<file path="config.mk">
export PLATFORM = sky130hd
export DESIGN_NAME = fifo_queue_with_match_count
export DESIGN_NICKNAME = d
export VERILOG_FILES = /design/src/fqmc_pkg.sv /design/src/fqmc_cell.sv /design/src/fifo_queue_with_match_count.sv
export SDC_FILE = /design/constraint.sdc
export NUM_CORES = 1
export LEC_CHECK = 0
export BUFFER_PORTS_ARGS = -buffer_cell sky130_fd_sc_hd__buf_2
export CAP_MARGIN = 20
export CORE_UTILIZATION = 61
export DETAILED_ROUTE_END_ITERATION = 10
export PLACE_DENSITY = 0.82
export SYNTH_ARGS = -nofsm -noshare
export SYNTH_HDL_FRONTEND = slang
export SYNTH_SLANG_ARGS = --single-unit
export TNS_END_PERCENT = 20
</file>
<file path="constraint.sdc">
create_clock -name clk_i -period 5.92 [get_ports clk_i]
set_input_delay 0.592 -clock clk_i [delete_from_list [all_inputs] [get_ports clk_i]]
set_output_delay 0.592 -clock clk_i [all_outputs]
set_load 0.01 [all_outputs]
</file>
<file path="src/fqmc_pkg.sv">
// shared types and constants for the fifo queue with match count
// no dependencies; imported by fqmc_cell, fifo_queue_with_match_count and the bench
package fqmc_pkg;

  // default configuration
  localparam int unsigned DefDepth     = 16;
  localparam int unsigned DefValueBits = 32;

  // fixed field widths of the item ports
  localparam int unsigned ActionBits = 2;
  localparam int unsigned DataBits   = 32;
  localparam int unsigned StatusBits = 2;
  localparam int unsigned CountBits  = 5;

  // front value reported while the queue is empty (-9999)
  localparam logic [DataBits-1:0] EmptyFront = 32'hFFFF_D8F1;

  typedef enum logic [ActionBits-1:0] {
    ACT_PUSH  = 2'd0,
    ACT_POP   = 2'd1,
    ACT_DRAIN = 2'd2
  } action_e;

  typedef enum logic [StatusBits-1:0] {
    STAT_OK    = 2'd0,
    STAT_FULL  = 2'd1,
    STAT_EMPTY = 2'd2
  } status_e;

  typedef enum logic {
    ST_IDLE  = 1'b0,
    ST_DRAIN = 1'b1
  } state_e;

  // per-cycle command broadcast to every cell of the chain
  typedef struct packed {
    logic push;   // the first free cell takes the incoming value
    logic shift;  // every cell takes its right neighbor's contents
  } cell_ctrl_t;

endpackage

</file>
<file path="src/fqmc_cell.sv">
// one storage cell of the queue chain: a value and an occupied flag
// depends on fqmc_pkg for the command struct
module fqmc_cell #(
  parameter int unsigned W = 32
) (
  input  logic                clk_i,
  input  logic                rst_ni,
  input  fqmc_pkg::cell_ctrl_t ctrl_i,
  input  logic [W-1:0]        data_i,
  input  logic                prev_occ_i,
  input  logic [W-1:0]        next_val_i,
  input  logic                next_occ_i,
  output logic [W-1:0]        val_o,
  output logic                occ_o
);
  import fqmc_pkg::*;

  logic [W-1:0] val_q, val_d;
  logic         occ_q, occ_d;
  logic         take_push;

  // the first free cell is the one whose left neighbor is occupied
  assign take_push = ctrl_i.push && !occ_q && prev_occ_i;

  always_comb begin
    val_d = val_q;
    occ_d = occ_q;
    if (ctrl_i.shift) begin
      val_d = next_val_i;
      occ_d = next_occ_i;
    end else if (take_push) begin
      val_d = data_i;
      occ_d = 1'b1;
    end
  end

  always_ff @(posedge clk_i or negedge rst_ni) begin
    if (!rst_ni) begin
      occ_q <= 1'b0;
    end else begin
      occ_q <= occ_d;
    end
  end

  always_ff @(posedge clk_i) begin
    val_q <= val_d;
  end

  assign val_o = val_q;
  assign occ_o = occ_q;

endmodule

</file>
<file path="src/fifo_queue_with_match_count.sv">
// top level of the fifo queue with match count: control and the cell chain
// depends on fqmc_pkg and fqmc_cell
module fifo_queue_with_match_count #(
  parameter int unsigned DEPTH      = fqmc_pkg::DefDepth,
  parameter int unsigned VALUE_BITS = fqmc_pkg::DefValueBits
) (
  input  logic                                 clk_i,
  input  logic                                 rst_ni,
  input  logic                                 start,
  output logic                                 busy,
  input  logic [fqmc_pkg::ActionBits-1:0]      action_i,
  input  logic signed [fqmc_pkg::DataBits-1:0] data_value_i,
  output logic                                 result_valid_o,
  output logic [fqmc_pkg::StatusBits-1:0]      status_o,
  output logic signed [fqmc_pkg::DataBits-1:0] front_value_o,
  output logic                                 is_empty_o,
  output logic [fqmc_pkg::CountBits-1:0]       occupancy_o,
  output logic [fqmc_pkg::CountBits-1:0]       match_count_o
);
  // A bounded first-in first-out queue of DEPTH entries, held in a row of
  // cells with the front entry always in cell 0. An item is taken when start
  // is high and busy is low. Each item gives exactly one result, shown for a
  // single cycle while result_valid_o is high; the receiver cannot stall, so
  // it must sample the result in that cycle. For push, pop and the unused
  // action code the result appears in the cycle after the item is taken and
  // busy stays low, so a new item may be taken every cycle. A count-and-drain
  // shifts the chain one entry per cycle past the compare at cell 0 and holds
  // busy, taking no new item, until the chain is empty; its result appears
  // as busy falls. Values are stored and compared in their low
  // min(VALUE_BITS, 32) bits and reported zero-extended; occupancy and
  // match count wrap modulo 32.
  import fqmc_pkg::*;

  localparam int unsigned StoreBits = (VALUE_BITS < DataBits) ? VALUE_BITS : DataBits;
  localparam int unsigned CntW      = $clog2(DEPTH + 1);

  // cell chain
  logic [StoreBits-1:0] cell_val [DEPTH];
  logic [DEPTH-1:0]     cell_occ;
  cell_ctrl_t           ctrl;
  logic [StoreBits-1:0] push_data;

  // control registers
  state_e               state_q, state_d;
  logic [CntW-1:0]      count_q, count_d;
  logic [StatusBits-1:0] status_q, status_d;
  logic [CountBits-1:0] match_q, match_d;
  logic [StoreBits-1:0] key_q, key_d;
  logic                 strobe_q, strobe_d;

  logic                 accept;
  logic [DataBits-1:0]  front_ext;
  logic [CntW+CountBits-1:0] count_ext;

  assign push_data = data_value_i[StoreBits-1:0];
  assign busy      = (state_q == ST_DRAIN);
  assign accept    = start && !busy;

  // row of cells; cell 0 is the queue front, each shifts toward it on a pop or a drain step
  for (genvar i = 0; i < DEPTH; i++) begin : g_cell
    logic                 prev_occ;
    logic [StoreBits-1:0] next_val;
    logic                 next_occ;

    if (i == 0) begin : g_first
      assign prev_occ = 1'b1;
    end else begin : g_mid
      assign prev_occ = cell_occ[i-1];
    end

    if (i == DEPTH - 1) begin : g_last
      assign next_val = '0;
      assign next_occ = 1'b0;
    end else begin : g_inner
      assign next_val = cell_val[i+1];
      assign next_occ = cell_occ[i+1];
    end

    fqmc_cell #(
      .W (StoreBits)
    ) u_cell (
      .clk_i      (clk_i),
      .rst_ni     (rst_ni),
      .ctrl_i     (ctrl),
      .data_i     (push_data),
      .prev_occ_i (prev_occ),
      .next_val_i (next_val),
      .next_occ_i (next_occ),
      .val_o      (cell_val[i]),
      .occ_o      (cell_occ[i])
    );
  end

  // next state and chain commands
  always_comb begin
    state_d    = state_q;
    count_d    = count_q;
    status_d   = status_q;
    match_d    = match_q;
    key_d      = key_q;
    strobe_d   = 1'b0;
    ctrl.push  = 1'b0;
    ctrl.shift = 1'b0;

    unique case (state_q)
      ST_IDLE: begin
        if (accept) begin
          status_d = STAT_OK;
          match_d  = '0;
          unique case (action_i)
            ACT_PUSH: begin
              strobe_d = 1'b1;
              if (count_q == CntW'(DEPTH)) begin
                // full: value dropped, state kept
                status_d = STAT_FULL;
              end else begin
                ctrl.push = 1'b1;
                count_d   = count_q + 1'b1;
              end
            end
            ACT_POP: begin
              strobe_d = 1'b1;
              if (count_q == '0) begin
                status_d = STAT_EMPTY;
              end else begin
                ctrl.shift = 1'b1;
                count_d    = count_q - 1'b1;
              end
            end
            ACT_DRAIN: begin
              // result goes out once the chain has emptied
              state_d = ST_DRAIN;
              key_d   = push_data;
            end
            default: begin
              // unused code: report the queue as it stands
              strobe_d = 1'b1;
            end
          endcase
        end
      end
      ST_DRAIN: begin
        if (count_q != '0) begin
          ctrl.shift = 1'b1;
          count_d    = count_q - 1'b1;
          if (cell_val[0] == key_q) begin
            match_d = match_q + 1'b1;
          end
        end else begin
          state_d  = ST_IDLE;
          strobe_d = 1'b1;
        end
      end
      default: begin
        state_d = ST_IDLE;
      end
    endcase
  end

  always_ff @(posedge clk_i or negedge rst_ni) begin
    if (!rst_ni) begin
      state_q  <= ST_IDLE;
      count_q  <= '0;
      strobe_q <= 1'b0;
      status_q <= STAT_OK;
      match_q  <= '0;
    end else begin
      state_q  <= state_d;
      count_q  <= count_d;
      strobe_q <= strobe_d;
      status_q <= status_d;
      match_q  <= match_d;
    end
  end

  always_ff @(posedge clk_i) begin
    key_q <= key_d;
  end

  // result fields; the queue is stable during the strobe cycle
  assign front_ext = DataBits'(cell_val[0]);
  assign count_ext = {{CountBits{1'b0}}, count_q};

  assign result_valid_o = strobe_q;
  assign status_o       = status_q;
  assign is_empty_o     = (count_q == '0);
  assign front_value_o  = (count_q == '0) ? EmptyFront : front_ext;
  assign occupancy_o    = count_ext[CountBits-1:0];
  assign match_count_o  = match_q;

endmodule

</file>
Word-level counts from Yosys, hierarchy flattened:

Index checks and enable logic that the tools add are counted.

* input port bits: 37
* logic and storage cells: 215
* output and inout bits: 47
* register bits after elaboration: 574

* bitwise operators: 1
* eq/ne operators: 10
* mux-type cells: 91
* $add $sub $neg: 3
* reductions and logical operators: 72

Operator list (number)
* $mux 32: 31
* $mux 1: 44
* $mux 5: 7
* $eq 32x32->1: 1
* $logic_and 1x1->1: 32
* $reduce_bool 2->1: 16
* $pmux 5 s2: 3
* $logic_not 1->1: 17
* $add 5x1->5 const B: 2
* $ne 3x3->1 const B: 2
* $pmux 1 s2: 3
* $reduce_and 3->1: 2
* $eq 5x5->1 const B: 1
* $logic_not 5->1: 1
* $reduce_and 5->1: 1
* $reduce_bool 5->1: 1
* $sub 5x1->5 const B: 1
* $mux 2: 2
* $ne 2x1->1 const B: 2
* $pmux 2 s2: 1
* $ne 3x1->1 const B: 1
* $eq 2x1->1 const B: 1
* $eq 2x2->1 const B: 1
* $logic_not 2->1: 1
* other kinds (3): 3

Depth between registers and ports, before layout:

Gate-level depths: netlist (run 1).

* depth in word-level cells: 9
* mapped depth: 9
* depth with buffers taken out: 7

Cells and area by module:

A second synthesis (run 1) with hierarchy kept.

* cells, all modules: 1389
* area, all modules: 26977.1 um2

Modules (own cells, without submodules)
* fqmc_cell: area an instance 1536.5 um2, cells an instance 74, times used 16
* fifo_queue_with_match_count: area an instance 2393.5 um2, cells an instance 205, times used 1

Worst setup path before layout (run 1):

Ideal clock, no wire load.

* path type: flip-flop to flip-flop
* start: reg count_q[0], in the netlist occupancy_o[0]
* end: reg g_cell[10].u_cell.val_q[0] (enable)
* stages on the path, launching flop included: 8
* period minus slack after synthesis: 4.406 ns
* arrival: 3.941 ns
* setup time: 0.466 ns
* path buffers: 1
* required time: 5.454 ns
* setup slack: 1.514 ns
* cell sequence: dfrtp_1 > inv_1 > ha_1 > and4bb_1 > nor4_4 > buf_2 > nand2_1 > o21ai_0

* word-level cells in the longest chain between the ends: 8
* elaborated cells between the ends (all ways): 14

Ends and longest elaborated chain
* start, declared: RTL line fifo_queue_with_match_count.sv:45 `logic [CntW-1:0] count_q, count_d;`
* start signal, assigned: RTL line fifo_queue_with_match_count.sv:169 `count_q <= count_d;`
* $eq 5x5->1: RTL line fifo_queue_with_match_count.sv:113 `if (count_q == CntW'(DEPTH)) begin`
* $mux 1: RTL line fifo_queue_with_match_count.sv:113
* $mux 1: RTL line fifo_queue_with_match_count.sv:110 `unique case (action_i)`
* $mux 2: RTL line fifo_queue_with_match_count.sv:107 `if (accept) begin`
* $mux 1: RTL line fifo_queue_with_match_count.sv:105 `unique case (state_q)`
* $logic_and 1x1->1 (2 in series): RTL line fqmc_cell.sv:23 `assign take_push = ctrl_i.push && !occ_q && prev_occ_i;`
* $reduce_bool 2->1 (no line) *
* end signal, assigned: RTL line fqmc_cell.sv:46 `val_q <= val_d;`
* end, declared: RTL line fqmc_cell.sv:18 `logic [W-1:0] val_q, val_d;`

Every way passes the cells marked *; elsewhere a longest branch is shown, timed or not.
A chain may end at the register's enable or synchronous reset.

Final worst setup path (run 1):

* start: reg count_q[0], in the netlist occupancy_o[0]
* end: reg g_cell[9].u_cell.val_q[24] (enable)

* word-level cells in the longest chain between the ends: 8
* elaborated cells between the ends (all ways): 14

Ends and longest elaborated chain (RTL line)
* $eq 5x5->1: fifo_queue_with_match_count.sv:113
* $mux 1: fifo_queue_with_match_count.sv:113
* $mux 1: fifo_queue_with_match_count.sv:110
* $mux 2: fifo_queue_with_match_count.sv:107
* $mux 1: fifo_queue_with_match_count.sv:105
* $logic_and 1x1->1 (2 in series): fqmc_cell.sv:23
* $reduce_bool 2->1 (no line) *
* end signal, assigned: fqmc_cell.sv:46
* end, declared: fqmc_cell.sv:18

Marked as above.

==> results.yml, run 1 <==
floorplanning:
  row_count: 70
  core_area_mm2: 0.0368
  dieArea_mm2: 0.0384
  die_x_um: 196
  initial_core_util: 0.623
  chipHeight_um: 196
  ios: 84
routing:
  wirelength_um: 44100
  route.vias.total: 12496
  drt_pass1_iterations: 5
  ant_nets: 0
  wire_per_inst_um: 21.4
  routed_via_density: 6.08
  drcViolationCount: 0
  drt_iter0_markers: 1613
clock_network:
  cts_made_buffers: 52
  clk_pin_slew_worst_paths_ns: 0.06
  ctsResizeCount: 0
  hold_buffers: 0
  htreeDepth: 2
  root_buffer: "clkbuf_16"
  clock-sinks: 574
  clock_latency_ns: 0.57
  cts_tree: "built"
  clk_path_buf_depth: 3
  cts_setup_buffers: 0
global_route:
  track_usage: 0.233
  grt-ovfl-total: 0
  antenna_found_initial: 0
  grt_pass1_wl_um: 68900
  grt_start_max_net_pins: 268
  grt_pass1_vias: 12148
timing:
  maxSlewHeadroom: 0.193
  worstMarginPinSlew_ns: 1.21
  fin_crit_ns: 3.48
  slew_viol_final: 0
  period_share: 0.587
  skew_ns: 0.0150
  fin_hold_ws_ns: 0.0910
  setup_ws_ns: 2.44
  finalSetupViolations: 0
  rsz0062_at_grt: "no"
  hold_viol: 0
  final.setup.tns_ns: 0
  max_freq_mhz: 288
critical_path:
  slowest_stage: "nor4_4"
  reg2reg_from: "occupancy_o[0]"
  crit_path_max_incr_delay_ns: 0.93
  worstPathRequired_ns: 6.10
  worstReg2RegEnd: "g_cell[9].u_cell.val_o[24]"
  endpoint_kind: "flip-flop"
  cp-start-kind: "flip-flop"
  crit_chain: "inv_1, ha_1, and4bb_1, nor4_4, nand2_1, o21ai_4"
  path_delay_family: "simple AND/OR/NAND/NOR gates"
  endpoint: "g_cell[9].u_cell.val_o[24]"
  arrival_ns: 3.65
  crit_type: "reg2reg"
  cp_num_cells: 6
  crit_path_max_fanout: 32
  crit_buf_inv: 1
  crit_start: "occupancy_o[0]"
  rrSetupSlack_ns: 2.44
  ff2ff_path_depth: 6
logic_synthesis:
  syn-num-nets: 1578
  synth_top_cell_area_share: 0.670
  synthFlopType: "edfxtp_1"
  synth_cells: 1538
  async_reset_ff_frac: 0.0523
  ys_types: 43
  ys_ff_latch: 574
  ys_seq_area_frac: 0.731
  ys_top_cells_by_area: "edfxtp_1 (67%), a21o_1 (16%), dfrtp_1 (3.3%)"
  yosysTopAreaCell: "edfxtp_1"
  synth-edff-count: 512
  ys_warn_count: 0
  synth.avg_cell_area_um2: 14.9
  syn_area_mm2: 0.0229
placed_design:
  dpl_worst_slack_ns: 2.31
  dp.final_hpwl_um: 26300
  place_congestion: 0.787
  port_buffers: 83
final_layout:
  final_common_cell: "edfxtp_1"
  fillers: 2254
  n_antenna_cell: 0
  fin_nets: 1586
  mostFrequentLayoutCells: "edfxtp_1 (512), a21o_1 (480), nand2_1 (88)"
  drive_above_1_share: 0.133
  syn_to_final_growth_pct: 10.4
power_and_ir_drop:
  totalPowerFinal_uw: 16100
  power_density_mw_per_mm2: 637
  peakVddDrop_mv: 0.498
  static-leakage-power_uw: 0.0114
min_path:
  hold_path_class: "in2async"
flow_run:
  cap_viol_max_count: 0
status:
  status: "finished clean"
==> area by class of cell <==
class                      count  area (um2)  share of cell area
sequential                   574       16800               0.663
multi-input combinational    815        5710               0.225
timing repair buffer          96         586              0.0231
tap                          468         586              0.0231
inverter                       7        26.3             0.00104
clock inverter                25         206             0.00816
clock buffer                  70        1430              0.0565
==> where the power goes <==
part           leakage, uW  internal [uW]  total, uW  switching (uW)
registers          0.00575           7370       8100             726
logic              0.00488           1880       4790            2910
clock network     0.000801           1860       3230            1380
==> synthesized netlist by cell type (all sizes together), types with 7 or more instances <==
cell and instances:
a21o 481, inv 7, dfrtp 30, nor2 32, nor2b 7, buf 60
dfxtp 32, or2 26, nand4 9, a21oi 49, nand2 88, o21ai 20
xnor2 33, edfxtp 512, and2 32, clkbuf 82
==> sequential cells by signal (all words and copies together) (netlist names) <==
register and cells:
busy 1, key_q 32, g_cell.u_cell.val_o 512, result_valid_o 1
status_o 2, g_cell.u_cell.occ_o 16, occupancy_o 5, match_count_o 5
==> worst reg2reg max path, stage by stage, from the launching register on <==
cell      delay (ns)
dfrtp_1         0.41
inv_1           0.10
ha_1            0.24
and4bb_1        0.25
nor4_4          0.93
nand2_1         0.30
o21ai_4         0.86
==> worst min-delay path by stage <==
stage,startpoint,to
global route,rst_ni,occupancy_o[0]
global placement,g_cell[15].u_cell.val_o[26],g_cell[15].u_cell.val_o[26]
finish,rst_ni,occupancy_o[0]
CTS,rst_ni,occupancy_o[0]
detailed placement,g_cell[15].u_cell.val_o[17],g_cell[15].u_cell.val_o[17]
floorplan,rst_ni,busy
==> per-layer routing <==
metal,GRT usage,share of wire,wire length [um]
met4,0.0862,0.033,1440
met1,0.357,0.44,19500
met2,0.335,0.45,19600
met3,0.0456,0.079,3490
met5,0,0,0
==> logic make-up after synthesis <==
kind of cell | Yosys count | share of synthesized area
DFF | 574 | 0.731
xor gates and xnor gates | 38 | 0.0145
adders and majority gates | 3 | 0.00164
AOI/OAI and AO/OA | 553 | 0.174
buffers and inverters | 149 | 0.0285
muxes | 6 | 0.00267
and+or+nand+nor | 215 | 0.0478
==> stage by stage <==
| step | cells | util | cell area [um2] |
|---|---|---|---|
| 2_1_floorplan | 1538 | - | 22900 |
| 3_3_place_gp | 1957 | 0.641 | 23600 |
| 3_5_place_dp | 1957 | 0.641 | 23600 |
| 4_1_cts | 2052 | 0.686 | 25200 |
| 5_1_grt | 2055 | 0.688 | 25300 |
| 6_report | 2055 | 0.688 | 25300 |
Note: power is estimated with default switching activity, not from simulation.
==> inputs of run 2 (changes only) <==
- CORE_UTILIZATION: 61 -> 56
- PLACE_DENSITY: 0.82 -> 0.79
- clock period: 5.92 -> 3.15 ns (I/O delays scaled with it)
==> run 2 against run 1 <==
  * Die area up 8.8%
  * Final cell count is 5.8% higher
  * Global-route usage grew 0.68 points
  * Critical path depth unchanged
  * Total power grew 96%
  * Via count rose by 4.1%
  * Largest cell class unchanged
  * Sequential power is 88% higher
==> results.yml, run 2 (same netlist as run 1, synthesis figures left out) <==
timing:
  period_share: 0.861
  setup_ws_ns: 0.438
  final.setup.tns_ns: 0
  slew_viol_final: 0
  maxSlewHeadroom: 0.328
  finalSetupViolations: 0
  hold_viol: 0
  skew_ns: 0.0231
  fin_hold_ws_ns: 0.0241
  worstMarginPinSlew_ns: 1.01
  max_freq_mhz: 369
  rsz0062_at_grt: "no"
  fin_crit_ns: 2.71
placed_design:
  dpl_worst_slack_ns: 0.549
  place_congestion: 0.876
  place_inst: 2056
  dp.final_hpwl_um: 28100
  port_buffers: 83
floorplanning:
  core_area_mm2: 0.0401
  dieArea_mm2: 0.0418
  ios: 84
  chipHeight_um: 204
  row_count: 73
  die_x_um: 204
  initial_core_util: 0.572
critical_path:
  worstPathRequired_ns: 2.83
  slowest_stage: "dfrtp_1"
  arrival_ns: 2.40
  crit_path_max_incr_delay_ns: 0.43
  rrSetupSlack_ns: 0.53
  crit_path_max_fanout: 36
  crit_type: "reg2out"
  cp-start-kind: "flip-flop"
  crit_chain: "inv_1, ha_1, nor4b_4, buf_4, or2_2, buf_2"
  endpoint_kind: "output pin"
final_layout:
  largest_reg_flops: 512
  layout.area.seq_mm2: 0.0168
  final_common_cell: "edfxtp_1"
  n_antenna_cell: 0
  fin_nets: 1646
  drive_above_1_share: 0.157
  mostFrequentLayoutCells: "edfxtp_1 (512), a21o_1 (480), nand2_1 (88)"
  instances_no_fill: 2174
  fillers: 2560
  syn_to_final_growth_pct: 14.1
  multi_input_area_mm2: 0.00571
clock_network:
  clock-sinks: 574
  clk_pin_slew_worst_paths_ns: 0.06
  cts_setup_buffers: 0
  cts_tree: "built"
  clk_path_buf_depth: 3
  root_buffer: "clkbuf_16"
  clock_latency_ns: 0.58
  hold_buffers: 21
  ctsResizeCount: 0
  htreeDepth: 2
  cts_made_buffers: 52
routing:
  route.vias.total: 13003
  drt_pass1_iterations: 5
  ant_nets: 0
  drcViolationCount: 0
  wire_per_inst_um: 22.7
  routed_via_density: 5.98
  wirelength_um: 49400
  drt_iter0_markers: 1627
global_route:
  grt-ovfl-total: 0
  track_usage: 0.240
  grt_pass1_vias: 12828
  grt_pass1_wl_um: 75400
  grt_start_max_net_pins: 98
  antenna_found_initial: 0
flow_run:
  cap_viol_max_count: 0
power_and_ir_drop:
  static-leakage-power_uw: 0.0118
  peakVddDrop_mv: 0.884
  power_density_mw_per_mm2: 1210
min_path:
  hold_path_class: "in2reg"
status:
  status: "finished clean"
[run 2: cell type report]
type	instances	share of cell area
clock buffer	77	0.0572
clock inverter	20	0.00904
inverter	7	0.00100
multi-input combinational	815	0.218
sequential	574	0.641
tap	525	0.0251
timing repair buffer	156	0.0484
[run 2: where the power goes]
part           internal, uW  switching (uW)  total [uW]  leakage (uW)
combinational          4010            6060       10100       0.00523
sequential            13800            1340       15200       0.00575
clock                  3700            2690        6380      0.000849
total                 21500           10100       31600        0.0118
[run 2: per-layer routing]
metal,global-route usage,part of all wire,vias up
met5,0,0,-
met4,0.0709,0.022,0
met3,0.0483,0.081,74
met2,0.397,0.49,553
met1,0.322,0.40,6576
li1,-,-,5800
[run 2: metrics by stage]
| step | area [um2] | power, uW | util |
|---|---|---|---|
| detailed placement | 24200 | 25100 | 0.604 |
| finish | 26200 | 31600 | 0.652 |
| global placement | 24200 | 24500 | 0.604 |
| floorplan | 22900 | 21400 | - |
| CTS | 26200 | 31700 | 0.652 |
| global route | 26200 | 33000 | 0.652 |
[run 2: critical path, delay by kind of cell (launching register included)]
kind	cells	cell delay, ns
AND/OR/NAND/NOR	2	0.53
buffers and inverters	3	0.65
adder cells (fa/ha/maj)	1	0.21
flip-flops	1	0.43
[run 2: path summary, 6_finish.rpt]
check,startpoint,to,depth (start not counted)
worst max-delay path,occupancy_o[0],front_value_o[22],6
worst min-delay path,data_value_i[4],key_q[4],1
worst max register to register,occupancy_o[0],g_cell[9].u_cell.val_o[31],8
worst min register to register,g_cell[15].u_cell.val_o[28],g_cell[15].u_cell.val_o[28],2
max in group asynchronous,rst_ni,status_o[1],2
min in group asynchronous,rst_ni,g_cell[14].u_cell.occ_o,2
==> inputs of run 3 (changes only) <==
- CAP_MARGIN: 20 -> default
- GPL_TIMING_DRIVEN: default -> 0
==> run 3 against run 2 <==
  * Non-clock buffer count is 117 higher
  * Total power is 0.64% lower
  * Combinational power hardly changed
  * Clock-buffer cell count is 3 higher
  * Sequential power hardly changed
  * First-iteration DRC count is 20% lower
  * Final cell count is 5.5% higher
  * Register-to-register slack worse by 0.41 ns
  * Largest cell class unchanged
  * Clock skew is 0.0078 ns lower
==> results.yml, run 3 (same netlist as run 1, synthesis figures left out) <==
status:
  status: "finished clean"
critical_path:
  crit_type: "reg2out"
  slowest_stage: "clkbuf_1"
  crit_chain: "inv_1, ha_1, nor4b_2, buf_2, clkbuf_1, or2_2, buf_2"
  crit_path_max_fanout: 10
  endpoint_kind: "output pin"
  worstPathRequired_ns: 2.83
  cp-start-kind: "flip-flop"
  crit_path_max_incr_delay_ns: 0.43
  cpMostUsedCell: "buf_2"
  path_delay_family: "buffers and inverters"
  crit_buf_inv: 4
  arrival_ns: 2.72
clock_network:
  clk_pin_slew_worst_paths_ns: 0.06
  htreeDepth: 2
  clk_path_buf_depth: 3
  cts_tree: "built"
  cts_made_buffers: 53
  clock-sinks: 574
  clock_latency_ns: 0.58
  root_buffer: "clkbuf_16"
routing:
  drt_pass1_iterations: 7
  drt_iter0_markers: 1306
  wire_per_inst_um: 21.9
  drcViolationCount: 0
  ant_nets: 0
  route.vias.total: 13508
  wirelength_um: 50100
  routed_via_density: 5.89
global_route:
  grt_pass1_vias: 13313
  grt_start_max_net_pins: 33
  track_usage: 0.243
  grt-ovfl-total: 0
  grt_pass1_wl_um: 76900
  antenna_found_initial: 1
timing:
  slew_viol_final: 0
  hold_viol: 0
  skew_ns: 0.0152
  final.setup.tns_ns: 0
  rsz0062_at_grt: "yes"
  maxSlewHeadroom: 0.336
  max_freq_mhz: 329
  finalSetupViolations: 0
  worstMarginPinSlew_ns: 0.992
  fin_crit_ns: 3.04
  period_share: 0.964
final_layout:
  syn_to_final_growth_pct: 15.5
  drive_above_1_share: 0.156
  final_common_cell: "edfxtp_1"
  fin_nets: 1767
  utilization: 0.660
  n_antenna_cell: 0
  mostFrequentLayoutCells: "edfxtp_1 (512), a21o_1 (481), buf_2 (137)"
  largest_reg_flops: 512
  finish.instance_area_mm2: 0.0265
  fillers: 2530
  instances_no_fill: 2293
placed_design:
  port_buffers: 83
  dp.final_hpwl_um: 33600
  placed_area_mm2: 0.0244
  place_congestion: 0.931
  place_inst: 2153
flow_run:
  cap_viol_max_count: 0
power_and_ir_drop:
  peakVddDrop_mv: 0.569
  power_density_mw_per_mm2: 1190
  static-leakage-power_uw: 0.0120
floorplanning:
  chipHeight_um: 204
  initial_core_util: 0.572
  row_count: 73
  dieArea_mm2: 0.0418
  die_x_um: 204
  ios: 84
  core_area_mm2: 0.0401
min_path:
  hold_path_class: "in2reg"
[run 3: metal layers]
metal  GRT usage  vias to the layer above  wire [um]
met5           0                        -          0
met4      0.0813                        0       1330
met3      0.0322                       96       3170
met2       0.420                      606      25500
met1       0.318                     6746      20100
li1            -                     6060          -
[run 3: worst register-to-register path, delay by kind of cell (launching register included)]
family	cells	cell delay, ns
buf+inv	4	1.36
compound gates	2	0.70
flops	1	0.41
fa+ha+maj	1	0.24
simple gates	1	0.19
[run 3: layout make-up]
type	instances	area, um2	area share
tap	525	657	0.0248
multi-input combinational	818	5740	0.217
buffer	142	632	0.0239
clock inverter	16	77.6	0.00293
sequential	574	16800	0.633
timing repair buffer	131	1070	0.0405
inverter	7	26.3	0.000992
clock buffer	80	1510	0.0570
[run 3: worst paths after layout]
check / slack, ns / start / to / cells after the start
setup / recovery: 0.11 / occupancy_o[0] / front_value_o[25] / 7
hold / removal: 0.09 / action_i[0] / status_o[1] / 3
setup reg to reg: 0.12 / occupancy_o[0] / g_cell[13].u_cell.val_o[5] / 8
hold reg to reg: 0.46 / g_cell[15].u_cell.val_o[26] / g_cell[15].u_cell.val_o[26] / 2
max in group asynchronous: 2.28 / rst_ni / busy / 2
min in group asynchronous: 0.37 / rst_ni / g_cell[10].u_cell.occ_o / 2
[run 3: where the power goes]
part	total, uW	switching, uW	internal (uW)
Combinational	10300	6160	4120
Sequential	15200	1360	13800
Clock	5940	2640	3300
[run 3: timing repair]
action	CTS	global route
buffers inserted	4	4
pin swaps	4	4
endpoints found under the hold margin	68	0
hold buffers	33	0
gates resized for setup	6	0
gates cloned	3	0
endpoints found under the setup margin	471	312
[run 3: stage by stage]
stage / hold WS (ns) / setup WS [ns] / power (uW)
floorplan: 0.0194 / -0.392 / 21400
global placement: 0.402 / -1.92 / 24100
detailed placement: 0.432 / -0.567 / 25000
CTS: 0.0694 / 0.00128 / 31300
global route: 0.102 / -0.0881 / 32900
finish: 0.0945 / 0.114 / 31400
